**src/rtl/core/stm_pkg.sv**
```systemverilog
// Shared types, constants and helpers for the stepper trapezoid move generator.
// No dependencies; used by every module in rtl/core except stm_div.
package stm_pkg;

  localparam int unsigned STEP_WIDTH_DEF    = 16;
  localparam int unsigned VEL_FRAC_BITS_DEF = 8;

  localparam int unsigned ACC_W   = 20;
  localparam int unsigned SPD_W   = 16;
  localparam int unsigned PER_W   = 16;
  localparam int unsigned STAT_W  = 3;
  localparam int unsigned AXIS_W  = 2;
  localparam int unsigned CFG_IDX_W = 2;
  localparam int unsigned IN_DATA_W  = 48;
  localparam int unsigned OUT_DATA_W = 24;

  localparam logic [ACC_W-1:0] ACC_RST      = 20'd5000;
  localparam logic [SPD_W-1:0] MIN_SPD_RST  = 16'd200;
  localparam logic [ACC_W-1:0] USEC_PER_SEC = 20'd1000000;
  localparam logic [1:0]       FAIL_LIMIT   = 2'd3;
  localparam logic [PER_W-1:0] PER_MAX      = 16'hFFFF;

  // configuration register indexes
  localparam logic [CFG_IDX_W-1:0] CFG_ACCEL   = 2'd0;
  localparam logic [CFG_IDX_W-1:0] CFG_MIN_SPD = 2'd1;
  localparam logic [CFG_IDX_W-1:0] CFG_STEALTH = 2'd2;

  // commands
  localparam logic CMD_START = 1'b0;
  localparam logic CMD_STEP  = 1'b1;

  // axes
  localparam logic [AXIS_W-1:0] AX_PULLEY   = 2'd0;
  localparam logic [AXIS_W-1:0] AX_SELECTOR = 2'd1;
  localparam logic [AXIS_W-1:0] AX_IDLER    = 2'd2;

  // result status codes
  localparam logic [STAT_W-1:0] ST_RUNNING   = 3'd0;
  localparam logic [STAT_W-1:0] ST_DONE_OK   = 3'd1;
  localparam logic [STAT_W-1:0] ST_DONE_NOTR = 3'd2;
  localparam logic [STAT_W-1:0] ST_STALL     = 3'd3;
  localparam logic [STAT_W-1:0] ST_REHOME    = 3'd4;
  localparam logic [STAT_W-1:0] ST_UNRECOV   = 3'd5;
  localparam logic [STAT_W-1:0] ST_IDLE      = 3'd6;

  // ramp phases
  localparam logic [1:0] PH_ACCEL  = 2'd0;
  localparam logic [1:0] PH_CRUISE = 2'd1;
  localparam logic [1:0] PH_DECEL  = 2'd2;

  typedef struct packed {
    logic take;         // input request accepted
    logic load_now;     // result of the accepted request is loaded into the output register this cycle
    logic div_start;
    logic div_accel;    // 1: dividend is the acceleration term, 0: period term
    logic store_period;
    logic store_dv;
    logic finish;       // commit ramp update and load the step result
  } stm_cmd_t;

  typedef struct packed {
    logic long_step;    // accepted request needs both divisions
    logic div_done;
  } stm_stat_t;

  function automatic logic dir_level(input logic [AXIS_W-1:0] axis, input logic neg);
    logic lvl;
    case (axis)
      AX_PULLEY:   lvl = neg;
      AX_SELECTOR: lvl = ~neg;
      AX_IDLER:    lvl = ~neg;
      default:     lvl = 1'b0;
    endcase
    return lvl;
  endfunction

endpackage

```
**src/rtl/core/stm_div.sv**
```systemverilog
// Restoring unsigned divider, one quotient bit per cycle.
// Standalone; used by stm_datapath for the period and velocity-step terms.
module stm_div #(
  parameter int unsigned DW = 36,
  parameter int unsigned VW = 24
) (
  input  logic          clk_i,
  input  logic          rst_ni,
  input  logic          start_i,
  input  logic [DW-1:0] dividend_i,
  input  logic [VW-1:0] divisor_i,
  output logic          done_o,
  output logic [DW-1:0] quotient_o
);

  localparam int unsigned CW = $clog2(DW + 1);

  logic [CW-1:0] cnt_q, cnt_d;
  logic [VW-1:0] rem_q, rem_d;
  logic [DW-1:0] quo_q, quo_d;
  logic [VW-1:0] dsr_q, dsr_d;
  logic          done_q, done_d;
  logic [VW:0]   trial;
  logic          ge;

  assign trial = {rem_q, quo_q[DW-1]};
  assign ge    = trial >= {1'b0, dsr_q};

  always_comb begin
    cnt_d  = cnt_q;
    rem_d  = rem_q;
    quo_d  = quo_q;
    dsr_d  = dsr_q;
    done_d = 1'b0;
    if (start_i) begin
      cnt_d = CW'(DW);
      rem_d = '0;
      quo_d = dividend_i;
      dsr_d = divisor_i;
    end else if (cnt_q != '0) begin
      rem_d  = ge ? VW'(trial - {1'b0, dsr_q}) : VW'(trial);
      quo_d  = {quo_q[DW-2:0], ge};
      cnt_d  = cnt_q - 1'b1;
      done_d = (cnt_q == CW'(1));
    end
  end

  always_ff @(posedge clk_i or negedge rst_ni) begin
    if (!rst_ni) begin
      cnt_q  <= '0;
      done_q <= 1'b0;
    end else begin
      cnt_q  <= cnt_d;
      done_q <= done_d;
    end
  end

  always_ff @(posedge clk_i) begin
    rem_q <= rem_d;
    quo_q <= quo_d;
    dsr_q <= dsr_d;
  end

  assign done_o     = done_q;
  assign quotient_o = quo_q;

endmodule

```
**src/rtl/core/stm_datapath.sv**
```systemverilog
// Move state, configuration registers, ramp arithmetic and result register.
// Depends on stm_pkg and stm_div.
module stm_datapath #(
  parameter int unsigned STEP_WIDTH    = stm_pkg::STEP_WIDTH_DEF,
  parameter int unsigned VEL_FRAC_BITS = stm_pkg::VEL_FRAC_BITS_DEF
) (
  input  logic                          clk_i,
  input  logic                          rst_ni,
  input  stm_pkg::stm_cmd_t             cmd_i,
  output stm_pkg::stm_stat_t            stat_o,
  input  logic                          cfg_we_i,
  input  logic [stm_pkg::CFG_IDX_W-1:0] cfg_idx_i,
  input  logic [stm_pkg::ACC_W-1:0]     cfg_data_i,
  input  logic                          in_cmd_i,
  input  logic [stm_pkg::IN_DATA_W-1:0] in_data_i,
  output logic [stm_pkg::OUT_DATA_W-1:0] out_data_o,
  output logic [stm_pkg::STAT_W-1:0]    out_status_o
);

  localparam int unsigned F  = VEL_FRAC_BITS;
  localparam int unsigned SW = STEP_WIDTH;
  localparam int unsigned VW = stm_pkg::SPD_W + F;
  localparam int unsigned DW = stm_pkg::ACC_W + 2 * F;

  // input fields
  logic [1:0]  in_axis;
  logic [15:0] in_count;
  logic [15:0] in_peak;
  logic        in_rehome, in_use_stall, in_use_fil, in_use_ir;
  logic        in_stall, in_loaded, in_ir;

  assign in_axis      = in_data_i[1:0];
  assign in_count     = in_data_i[17:2];
  assign in_peak      = in_data_i[33:18];
  assign in_rehome    = in_data_i[34];
  assign in_use_stall = in_data_i[35];
  assign in_use_fil   = in_data_i[36];
  assign in_use_ir    = in_data_i[37];
  assign in_stall     = in_data_i[38];
  assign in_loaded    = in_data_i[39];
  assign in_ir        = in_data_i[40];

  logic [stm_pkg::ACC_W-1:0] acc_q, acc_d;
  logic [stm_pkg::SPD_W-1:0] min_spd_q, min_spd_d;
  logic                      stealth_q, stealth_d;

  logic          busy_q, busy_d;
  logic [1:0]    axis_q, axis_d;
  logic          neg_q, neg_d;
  logic          opt_rh_q, opt_rh_d, opt_st_q, opt_st_d;
  logic          opt_fil_q, opt_fil_d, opt_ir_q, opt_ir_d;
  logic [SW-1:0] rem_q, rem_d, cmp_q, cmp_d, rsteps_q, rsteps_d;
  logic [1:0]    phase_q, phase_d;
  logic [VW-1:0] vel_q, vel_d;
  logic [15:0]   lim_q, lim_d;
  logic [1:0]    idl_fail_q, idl_fail_d, sel_fail_q, sel_fail_d;
  logic [15:0]   per_q, per_d;
  logic [DW-1:0] dv_q, dv_d;

  logic          o_pulse_q, o_pulse_d, o_dir_q, o_dir_d, o_ir_q, o_ir_d;
  logic [1:0]    o_axis_q, o_axis_d;
  logic [15:0]   o_per_q, o_per_d;
  logic [2:0]    o_stat_q, o_stat_d;

  logic          div_done;
  logic [DW-1:0] quotient, dividend;

  logic [15:0]   mag, peak_eff, min_eff;
  logic [VW-1:0] vmin, vmax, vdiff;
  logic [DW:0]   vsum;
  logic          neg_in, stall_end, fil_end, ir_end, long_step;

  assign neg_in   = in_count[15];
  assign mag      = neg_in ? 16'(-in_count) : in_count;
  assign peak_eff = (in_peak == '0) ? 16'd1 : in_peak;
  assign min_eff  = (min_spd_q == '0) ? 16'd1 : min_spd_q;
  assign vmin     = {min_eff, F'(0)};
  assign vmax     = {lim_q, F'(0)};
  assign vsum     = (DW+1)'(vel_q) + (DW+1)'(dv_q);
  assign vdiff    = vel_q - VW'(dv_q);

  assign stall_end = opt_st_q & in_stall;
  assign fil_end   = (axis_q == stm_pkg::AX_PULLEY) & opt_fil_q & (neg_q ^ in_loaded);
  assign ir_end    = (axis_q == stm_pkg::AX_PULLEY) & opt_ir_q & in_ir;
  assign long_step = (in_cmd_i == stm_pkg::CMD_STEP) & busy_q & ~stall_end & ~fil_end
                     & ~ir_end;

  assign stat_o.long_step = long_step;
  assign stat_o.div_done  = div_done;

  assign dividend = cmd_i.div_accel ? (DW'(acc_q) << (2 * F))
                                    : (DW'(stm_pkg::USEC_PER_SEC) << F);

  stm_div #(.DW(DW), .VW(VW)) u_div (
    .clk_i      (clk_i),
    .rst_ni     (rst_ni),
    .start_i    (cmd_i.div_start),
    .dividend_i (dividend),
    .divisor_i  (vel_q),
    .done_o     (div_done),
    .quotient_o (quotient)
  );

  always_comb begin
    acc_d      = acc_q;
    min_spd_d  = min_spd_q;
    stealth_d  = stealth_q;
    busy_d     = busy_q;
    axis_d     = axis_q;
    neg_d      = neg_q;
    opt_rh_d   = opt_rh_q;
    opt_st_d   = opt_st_q;
    opt_fil_d  = opt_fil_q;
    opt_ir_d   = opt_ir_q;
    rem_d      = rem_q;
    cmp_d      = cmp_q;
    rsteps_d   = rsteps_q;
    phase_d    = phase_q;
    vel_d      = vel_q;
    lim_d      = lim_q;
    idl_fail_d = idl_fail_q;
    sel_fail_d = sel_fail_q;
    per_d      = per_q;
    dv_d       = dv_q;
    o_pulse_d  = o_pulse_q;
    o_axis_d   = o_axis_q;
    o_dir_d    = o_dir_q;
    o_per_d    = o_per_q;
    o_stat_d   = o_stat_q;
    o_ir_d     = o_ir_q;

    if (cfg_we_i) begin
      case (cfg_idx_i)
        stm_pkg::CFG_ACCEL:   acc_d     = cfg_data_i;
        stm_pkg::CFG_MIN_SPD: min_spd_d = cfg_data_i[15:0];
        stm_pkg::CFG_STEALTH: stealth_d = cfg_data_i[0];
        default: ;
      endcase
    end

    if (cmd_i.take) begin
      o_pulse_d = 1'b0;
      o_axis_d  = '0;
      o_dir_d   = 1'b0;
      o_per_d   = '0;
      o_ir_d    = 1'b0;
      if (in_cmd_i == stm_pkg::CMD_START) begin
        axis_d    = in_axis;
        neg_d     = neg_in;
        opt_rh_d  = in_rehome & ~stealth_q;
        opt_st_d  = in_use_stall;
        opt_fil_d = in_use_fil;
        opt_ir_d  = in_use_ir;
        rem_d     = SW'(mag);
        cmp_d     = '0;
        rsteps_d  = '0;
        phase_d   = stm_pkg::PH_ACCEL;
        vel_d     = vmin;
        lim_d     = peak_eff;
        busy_d    = (SW'(mag) != '0) && (in_axis != 2'd3);
        o_axis_d  = in_axis;
        o_dir_d   = stm_pkg::dir_level(in_axis, neg_in);
        o_stat_d  = busy_d ? stm_pkg::ST_RUNNING
                  : ((in_use_fil | in_use_ir) ? stm_pkg::ST_DONE_NOTR : stm_pkg::ST_DONE_OK);
      end else if (!busy_q) begin
        o_stat_d = stm_pkg::ST_IDLE;
      end else begin
        o_pulse_d = 1'b1;
        o_axis_d  = axis_q;
        o_dir_d   = stm_pkg::dir_level(axis_q, neg_q);
        o_stat_d  = stm_pkg::ST_DONE_OK;
        if (stall_end) begin
          busy_d = 1'b0;
          if (axis_q == stm_pkg::AX_PULLEY || !opt_rh_q) begin
            o_stat_d = stm_pkg::ST_STALL;
          end else if (axis_q == stm_pkg::AX_IDLER) begin
            if (idl_fail_q != stm_pkg::FAIL_LIMIT) begin
              idl_fail_d = idl_fail_q + 1'b1;
              o_stat_d   = stm_pkg::ST_REHOME;
            end else begin
              o_stat_d = stm_pkg::ST_UNRECOV;
            end
          end else begin
            if (sel_fail_q != stm_pkg::FAIL_LIMIT) begin
              sel_fail_d = sel_fail_q + 1'b1;
              o_stat_d   = stm_pkg::ST_REHOME;
            end else begin
              o_stat_d = stm_pkg::ST_UNRECOV;
            end
          end
        end else if (fil_end) begin
          busy_d = 1'b0;
        end else if (ir_end) begin
          busy_d = 1'b0;
          o_ir_d = 1'b1;
        end else begin
          rem_d = rem_q - 1'b1;
          cmp_d = cmp_q + 1'b1;
        end
      end
    end

    if (cmd_i.store_period) begin
      per_d = (quotient > DW'(stm_pkg::PER_MAX)) ? stm_pkg::PER_MAX : quotient[15:0];
    end
    if (cmd_i.store_dv) begin
      dv_d = quotient;
    end

    if (cmd_i.finish) begin
      case (phase_q)
        stm_pkg::PH_ACCEL: begin
          if (vsum >= (DW+1)'(vmax)) begin
            rsteps_d = cmp_q;
            phase_d  = stm_pkg::PH_CRUISE;
            vel_d    = vmax;
          end else begin
            vel_d = VW'(vsum);
            if (cmp_q > rem_q) begin
              rsteps_d = cmp_q;
              phase_d  = stm_pkg::PH_DECEL;
            end
          end
        end
        stm_pkg::PH_CRUISE: begin
          if (rem_q <= rsteps_q) phase_d = stm_pkg::PH_DECEL;
        end
        stm_pkg::PH_DECEL: begin
          if (dv_q >= DW'(vel_q) || vdiff < vmin) vel_d = vmin;
          else vel_d = vdiff;
        end
        default: ;
      endcase
      o_pulse_d = 1'b1;
      o_axis_d  = axis_q;
      o_dir_d   = stm_pkg::dir_level(axis_q, neg_q);
      o_per_d   = per_q;
      o_ir_d    = 1'b0;
      if (rem_q == '0) begin
        busy_d   = 1'b0;
        o_stat_d = (opt_fil_q | opt_ir_q) ? stm_pkg::ST_DONE_NOTR : stm_pkg::ST_DONE_OK;
      end else begin
        o_stat_d = stm_pkg::ST_RUNNING;
      end
    end
  end

  always_ff @(posedge clk_i or negedge rst_ni) begin
    if (!rst_ni) begin
      acc_q      <= stm_pkg::ACC_RST;
      min_spd_q  <= stm_pkg::MIN_SPD_RST;
      stealth_q  <= 1'b0;
      busy_q     <= 1'b0;
      axis_q     <= '0;
      neg_q      <= 1'b0;
      opt_rh_q   <= 1'b0;
      opt_st_q   <= 1'b0;
      opt_fil_q  <= 1'b0;
      opt_ir_q   <= 1'b0;
      rem_q      <= '0;
      cmp_q      <= '0;
      rsteps_q   <= '0;
      phase_q    <= stm_pkg::PH_ACCEL;
      vel_q      <= {stm_pkg::MIN_SPD_RST, F'(0)};
      lim_q      <= '0;
      idl_fail_q <= '0;
      sel_fail_q <= '0;
    end else begin
      acc_q      <= acc_d;
      min_spd_q  <= min_spd_d;
      stealth_q  <= stealth_d;
      busy_q     <= busy_d;
      axis_q     <= axis_d;
      neg_q      <= neg_d;
      opt_rh_q   <= opt_rh_d;
      opt_st_q   <= opt_st_d;
      opt_fil_q  <= opt_fil_d;
      opt_ir_q   <= opt_ir_d;
      rem_q      <= rem_d;
      cmp_q      <= cmp_d;
      rsteps_q   <= rsteps_d;
      phase_q    <= phase_d;
      vel_q      <= vel_d;
      lim_q      <= lim_d;
      idl_fail_q <= idl_fail_d;
      sel_fail_q <= sel_fail_d;
    end
  end

  always_ff @(posedge clk_i) begin
    per_q     <= per_d;
    dv_q      <= dv_d;
    o_pulse_q <= o_pulse_d;
    o_axis_q  <= o_axis_d;
    o_dir_q   <= o_dir_d;
    o_per_q   <= o_per_d;
    o_stat_q  <= o_stat_d;
    o_ir_q    <= o_ir_d;
  end

  assign out_data_o   = {3'b000, o_ir_q, o_per_q, o_dir_q, o_axis_q, o_pulse_q};
  assign out_status_o = o_stat_q;

endmodule

```
**src/rtl/core/stm_ctrl.sv**
```systemverilog
// Sequencing state machine: request intake, the two divisions, result hand-off.
// Depends on stm_pkg.
module stm_ctrl (
  input  logic               clk_i,
  input  logic               rst_ni,
  input  logic               in_valid_i,
  output logic               in_ready_o,
  output logic               out_valid_o,
  input  logic               out_ready_i,
  input  stm_pkg::stm_stat_t stat_i,
  output stm_pkg::stm_cmd_t  cmd_o
);

  typedef enum logic [3:0] {
    S_IDLE = 4'b0001,
    S_DIVP = 4'b0010,
    S_DIVA = 4'b0100,
    S_FIN  = 4'b1000
  } state_e;

  state_e st_q, st_d;
  logic   ovalid_q, ovalid_d;
  logic   slot_free;

  assign slot_free  = ~ovalid_q | out_ready_i;
  assign in_ready_o = (st_q == S_IDLE) & slot_free;

  always_comb begin
    st_d  = st_q;
    cmd_o = '0;
    cmd_o.take = in_valid_i & in_ready_o;
    case (st_q)
      S_IDLE: begin
        if (cmd_o.take) begin
          if (stat_i.long_step) begin
            cmd_o.div_start = 1'b1;
            st_d = S_DIVP;
          end else begin
            cmd_o.load_now = 1'b1;
          end
        end
      end
      S_DIVP: begin
        if (stat_i.div_done) begin
          cmd_o.store_period = 1'b1;
          cmd_o.div_start    = 1'b1;
          cmd_o.div_accel    = 1'b1;
          st_d = S_DIVA;
        end
      end
      S_DIVA: begin
        if (stat_i.div_done) begin
          cmd_o.store_dv = 1'b1;
          st_d = S_FIN;
        end
      end
      S_FIN: begin
        if (slot_free) begin
          cmd_o.finish = 1'b1;
          st_d = S_IDLE;
        end
      end
      default: st_d = S_IDLE;
    endcase
  end

  always_comb begin
    if (cmd_o.load_now || cmd_o.finish) ovalid_d = 1'b1;
    else if (out_ready_i) ovalid_d = 1'b0;
    else ovalid_d = ovalid_q;
  end

  always_ff @(posedge clk_i or negedge rst_ni) begin
    if (!rst_ni) begin
      st_q     <= S_IDLE;
      ovalid_q <= 1'b0;
    end else begin
      st_q     <= st_d;
      ovalid_q <= ovalid_d;
    end
  end

  assign out_valid_o = ovalid_q;

endmodule

```
**src/rtl/core/stepper_trapezoid_move_with_stall.sv**
```systemverilog
// Top level of the trapezoidal stepper move generator, one axis per move.
// Depends on stm_pkg, stm_ctrl, stm_datapath (and stm_div below it).
//
// channel  | dir | handshake                    | contents
// s_axis   | in  | s_axis_tvalid/s_axis_tready  | tuser command, tdata move/step fields
// m_axis   | out | m_axis_tvalid/m_axis_tready  | tuser status, tdata pulse fields
// cfg      | in  | cfg_valid_i/cfg_ready_o      | register index, write data
//
// Start, idle-step and early-ending step requests: result in the cycle after acceptance.
// A normal step runs the shared bit-serial divider twice (period, then velocity
// step), then commits the ramp update and loads its result.
// Reset gives the power-on registers directly, no clearing sweep.
// A result waits in the output register; a new request is taken while it waits
// only if the result slot frees in that cycle.
module stepper_trapezoid_move_with_stall #(
  parameter int unsigned STEP_WIDTH    = stm_pkg::STEP_WIDTH_DEF,
  parameter int unsigned VEL_FRAC_BITS = stm_pkg::VEL_FRAC_BITS_DEF
) (
  input  logic                           clk_i,
  input  logic                           rst_ni,
  input  logic                           s_axis_tvalid,
  output logic                           s_axis_tready,
  // [0] command
  input  logic                           s_axis_tuser,
  // [1:0] axis, [17:2] step_count, [33:18] peak_speed, [34] rehome_on_fail,
  // [35] use_stall, [36] use_filament_sensor, [37] use_ir_sensor,
  // [38] stall_seen, [39] filament_loaded, [40] ir_seen, [47:41] zero
  input  logic [stm_pkg::IN_DATA_W-1:0]  s_axis_tdata,
  output logic                           m_axis_tvalid,
  input  logic                           m_axis_tready,
  // [2:0] status
  output logic [stm_pkg::STAT_W-1:0]     m_axis_tuser,
  // [0] step_pulse, [2:1] pulse_axis, [3] direction_level, [19:4] period_us,
  // [20] ir_consumed, [23:21] zero
  output logic [stm_pkg::OUT_DATA_W-1:0] m_axis_tdata,
  input  logic                           cfg_valid_i,
  output logic                           cfg_ready_o,
  input  logic [stm_pkg::CFG_IDX_W-1:0]  cfg_index_i,
  input  logic [stm_pkg::ACC_W-1:0]      cfg_data_i
);

  stm_pkg::stm_cmd_t  cmd;
  stm_pkg::stm_stat_t stat;

  assign cfg_ready_o = 1'b1;

  stm_ctrl u_ctrl (
    .clk_i       (clk_i),
    .rst_ni      (rst_ni),
    .in_valid_i  (s_axis_tvalid),
    .in_ready_o  (s_axis_tready),
    .out_valid_o (m_axis_tvalid),
    .out_ready_i (m_axis_tready),
    .stat_i      (stat),
    .cmd_o       (cmd)
  );

  stm_datapath #(
    .STEP_WIDTH    (STEP_WIDTH),
    .VEL_FRAC_BITS (VEL_FRAC_BITS)
  ) u_dp (
    .clk_i        (clk_i),
    .rst_ni       (rst_ni),
    .cmd_i        (cmd),
    .stat_o       (stat),
    .cfg_we_i     (cfg_valid_i & cfg_ready_o),
    .cfg_idx_i    (cfg_index_i),
    .cfg_data_i   (cfg_data_i),
    .in_cmd_i     (s_axis_tuser),
    .in_data_i    (s_axis_tdata),
    .out_data_o   (m_axis_tdata),
    .out_status_o (m_axis_tuser)
  );

endmodule

```
**config.mk**
```make
export PLATFORM = sky130hd
export DESIGN_NAME = stepper_trapezoid_move_with_stall
export DESIGN_NICKNAME = d
export VERILOG_FILES = /design/src/rtl/core/stm_pkg.sv /design/src/rtl/core/stm_div.sv /design/src/rtl/core/stm_datapath.sv /design/src/rtl/core/stm_ctrl.sv /design/src/rtl/core/stepper_trapezoid_move_with_stall.sv
export SDC_FILE = /design/constraint.sdc
export NUM_CORES = 1
export LEC_CHECK = 0
export BUFFER_PORTS_ARGS = -buffer_cell sky130_fd_sc_hd__buf_4
export CAP_MARGIN = 20
export CORE_AREA = 2 2 192 194
export DETAILED_ROUTE_END_ITERATION = 8
export DIE_AREA = 0 0 194 196
export PLACE_DENSITY_LB_ADDON = 0.25
export SLEW_MARGIN = 0
export SYNTH_ARGS = -nofsm -noshare
export SYNTH_HDL_FRONTEND = slang
export SYNTH_SLANG_ARGS = --single-unit
```
**constraint.sdc**
```tcl
create_clock -name clk_i -period 5.3 [get_ports clk_i]
set_clock_uncertainty 0.2 [all_clocks]
set_input_delay 1.59 -clock clk_i [delete_from_list [all_inputs] [get_ports clk_i]]
set_output_delay 1.59 -clock clk_i [all_outputs]
set_load 0.02 [all_outputs]
```
==> out/qor.csv <==
stage,metric,value,unit
sta,fmax,182,MHz
synthesis,synthSimpleGateAreaFrac,17.0,%
status,status,"complete, but fails checks",
global_route,antenna_found_initial,2,
global_route,grt_overflow_total,0,
floorplanning,ios,106,
synthesis,synthXorXnorAreaFrac,3.72,%
sta,worstMarginPinSlew,0.999,ns
sta,setup_ws,-0.187,ns
clock_network,hold_buffers,0,
worst_setup_path,r2r_start,u_dp.dv_q[2]$_DFFE_PP_,
hold_path,min_to,u_dp.opt_rh_q$_DFFE_PN0P_,
status,violations,setup timing,
worst_setup_path,cp-start-kind,flip-flop,
sta,fin_crit_sh,104,%
layout,post-route-util,69.0,%
synthesis,synth_top_family_by_area,compound AO/OA/AOI/OAI gates,
routing,routed_wl,60200,um
layout,layout-drive-gt1-share,23.5,%
synthesis,synth-compound-area-share,17.4,%
clock_network,insertion_delay,0.56,ns
clock_network,cts_root_buffer,clkbuf_16,
routing,via_per_inst,6.03,
routing,drt_iter0_drc,1372,
worst_setup_path,cp.required,5.50,ns
floorplanning,core,36100,sq um
place,post_dp_cell_area,22600,sq um
worst_setup_path,r2r-end,u_dp.vel_q[9]$_DFF_PN0_,
synthesis,yosys.area.top_type,edfxtp_1,
layout,area_growth,23.0,%
floorplanning,die_w,194,um
place,hpwlAfterDp,44500,um
hold_path,min_from,u_dp.opt_rh_q$_DFFE_PN0P_,
place,io_buffers,94,
global_route,track_usage,31.6,%
layout,fin_nets,2656,
worst_setup_path,critical_path_class,reg -> reg,
routing,wl_per_cell,20.7,um
sta,fin_crit,5.49,ns
hold_path,holdPathStages,2,
floorplanning,initial_utilization,56.1,%
routing,vias,17500,
sta,rsz0062_at_grt,true,
synthesis,synth_warnings,0,
clock_network,h-tree-depth,2,
place,post-place-cells,2807,
synthesis,synth_area_per_cell,9.36,sq um
layout,final_common_cell,buf_4,
synthesis,syn_area,20200,sq um
synthesis,synth_top_area_share,19.9,%
pwr,swShare,39.4,%
synthesis,ys_ff_latch,311,
clock_network,clock-sinks,311,
clock_network,cts_tree,built,
worst_setup_path,crit_fanout,7,
layout,final_area,24900,sq um
pwr,p_total,12.4,mW
synthesis,ys.flop_type,dfrtp_1,
global_route,grt_pass1_vias,17500,
floorplanning,dieArea,38000,sq um
pwr,switchingPower,4.89,mW
routing,ant_nets,0,
pwr,intPower,7.52,mW
worst_setup_path,crit_path_end_kind,flip-flop,
sta,hold_violations,0,
sta,max_slew_margin,33.4,%
synthesis,syn_inst,2162,
run,max_cap_viol_count,0,
global_route,grt_first_pass_wirelength,94700,um
sta,slew_viol_final,0,
routing,drt_pass1_iterations,5,
worst_setup_path,r2r_slack,-0.19,ns
hold_path,holdCritPathClass,reg -> reg,
synthesis,synthMuxAreaShare,4.29,%
floorplanning,num_rows,70,
clock_network,cts.clk_slew.worst_paths,0.06,ns
synthesis,synth_fa_ha_area_share,10.8,%
layout,nFillCells,2834,
pwr,vdd_ir_drop_max,0.000422,V
pwr,powerDensity,499,nW/um^2
pwr,pwr-share-comb,48.8,%
synthesis,async_flop_share,48.6,%
global_route,grt_max_degree,90,
sta,tns,-4.28,ns
floorplanning,die_y,196,um
clock_network,clockBufferDepth,3,
layout,final_cells,2904,
synthesis,synth-edff-count,134,
synthesis,synth-seq-area-share,41.2,%
pwr,pwr-share-seq,30.2,%
synthesis,synth_cell_types,94,
worst_setup_path,reg2reg_depth,26,
layout,layout_common_cells,"buf_4 (288), nand2_1 (187), inv_1 (180)",
worst_setup_path,crit_arrival,5.69,ns
pwr,power_leakage,11.0,nW
place,gp_congestion,0.956,
layout,antenna_cells,0,
pwr,p_clk_share,21.0,%
sta,setup_viol,38,
synthesis,synthTopCellsByArea,"edfxtp_1 (20%), dfrtp_1 (17%), ha_1 (11%)",
clock_network,cts_made_buffers,37,
routing,drc,0,
critical path, stage by stage, from the launching register on:
cell and delay (ns):
edfxtp_1 0.50, ha_4 0.32, buf_4 0.10, buf_4 0.14, a211o_1 0.19, a21oi_2 0.08, o311ai_1 0.32, buf_4 0.17
nand3_1 0.14, a2111oi_1 0.50, or2_4 0.23, nand3_1 0.08, nand2_1 0.11, xnor2_2 0.14, ha_1 0.28, o21a_1 0.20
a211oi_2 0.19, o21bai_1 0.14, a31oi_1 0.20, a211oi_2 0.09, buf_4 0.19, buf_6 0.12, buf_6 0.13, nand2_1 0.07
o21ai_1 0.09, a21oi_1 0.27, o311ai_4 0.15
registers in the layout (all words and copies together) (netlist names), 3 cells and up:
| name | count |
|---|---|
| u_dp.u_div.quotient_o | 36 |
| u_dp.cmp_q | 16 |
| u_dp.lim_q | 16 |
| u_dp.min_spd_q | 16 |
| u_dp.u_div.rem_q | 24 |
| u_dp.per_q | 16 |
| u_ctrl.st_q | 4 |
| u_dp.out_status_o | 3 |
| u_dp.vel_q | 24 |
| u_dp.acc_q | 20 |
| u_dp.rem_q | 16 |
| u_dp.rsteps_q | 16 |
| u_dp.dv_q | 36 |
| u_dp.u_div.cnt_q | 6 |
| u_dp.o_per_q | 16 |
| u_dp.u_div.dsr_q | 24 |
synth_stat cells, types with 16 or more instances:
master      n
a21oi_1   139
and2_1     19
a211oi_1   21
nand2b_1   17
xor2_1     41
nand4_1    31
nand2_1   189
a21o_1     29
inv_1     180
nand3_1    60
dfxtp_1    26
dfrtp_1   139
ha_1      170
o21a_1     27
nor2_1    160
edfxtp_1  134
nor3_1     44
nor2b_1    28
o31ai_1    16
o21ai_0   125
and3_1     36
clkbuf_1   84
or3_1      26
nor4_1     35
mux2_2     48
xnor2_1    45
how the worst max path moves through the flow:
stage                                 start                    endpoint  slack (ns)  cells after the start
global route         u_dp.dv_q[5]$_DFFE_PP_    u_dp.vel_q[20]$_DFF_PN0_       -0.35                     23
CTS                  u_dp.dv_q[7]$_DFFE_PP_  u_dp.rsteps_q[1]$_DFF_PN0_       -0.24                     21
floorplan           u_dp.vel_q[6]$_DFF_PN0_    u_dp.vel_q[20]$_DFF_PN0_        0.02                     20
global placement     u_dp.dv_q[5]$_DFFE_PP_  u_dp.rsteps_q[2]$_DFF_PN0_       -0.45                     22
detailed placement   u_dp.dv_q[5]$_DFFE_PP_  u_dp.rsteps_q[2]$_DFF_PN0_       -0.46                     22
finish               u_dp.dv_q[2]$_DFFE_PP_     u_dp.vel_q[9]$_DFF_PN0_       -0.19                     26
area by class of cell:
cell class                 instances  area (sq um)  share of cell area (%)
sequential                       311          8340                    33.5
tap                              468           586                    2.35
inverter                         181           679                    2.73
timing repair buffer             309          2490                    9.99
clock buffer                      47          1050                    4.20
multi-input combinational       1567         11600                    46.4
clock inverter                    21           200                   0.804
through the flow:
stage	hold slack, ns	worst slack, ns
after floorplan	0.231	0.0233
after global placement	0.251	-0.451
after detailed placement	0.251	-0.457
after CTS	0.272	-0.238
after global routing	0.279	-0.353
final	0.278	-0.187
power by group through the flow:
stage	clock, mW	sequential, mW	combinational [mW]
2_1_floorplan	0	3.64	3.56
3_5_place_dp	0	3.77	5.47
5_1_grt	2.75	3.81	6.67
4_1_cts	2.65	3.73	5.72
6_report	2.61	3.75	6.06
3_3_place_gp	0	3.74	5.35
per-layer routing:
layer	wire length, um	track usage, %
met4	2600	14.1
met5	12	0
met3	3620	4.49
met2	28200	51.7
met1	25800	41.9
logic make-up after synthesis:
family / Yosys count
AO/OA/AOI/OAI: 532
XOR/XNOR: 86
adder cells (fa/ha/maj): 173
buffers and inverters: 286
flip-flops: 311
multiplexers: 76
other: 2
AND/OR/NAND/NOR: 696
timing repair:
action,CTS,global route
gates resized for setup,91,69
setup buffers,18,8
setup endpoints to repair,42,42
gates cloned,2,3
pin swaps,43,34
(Power assumes the default switching activity.)
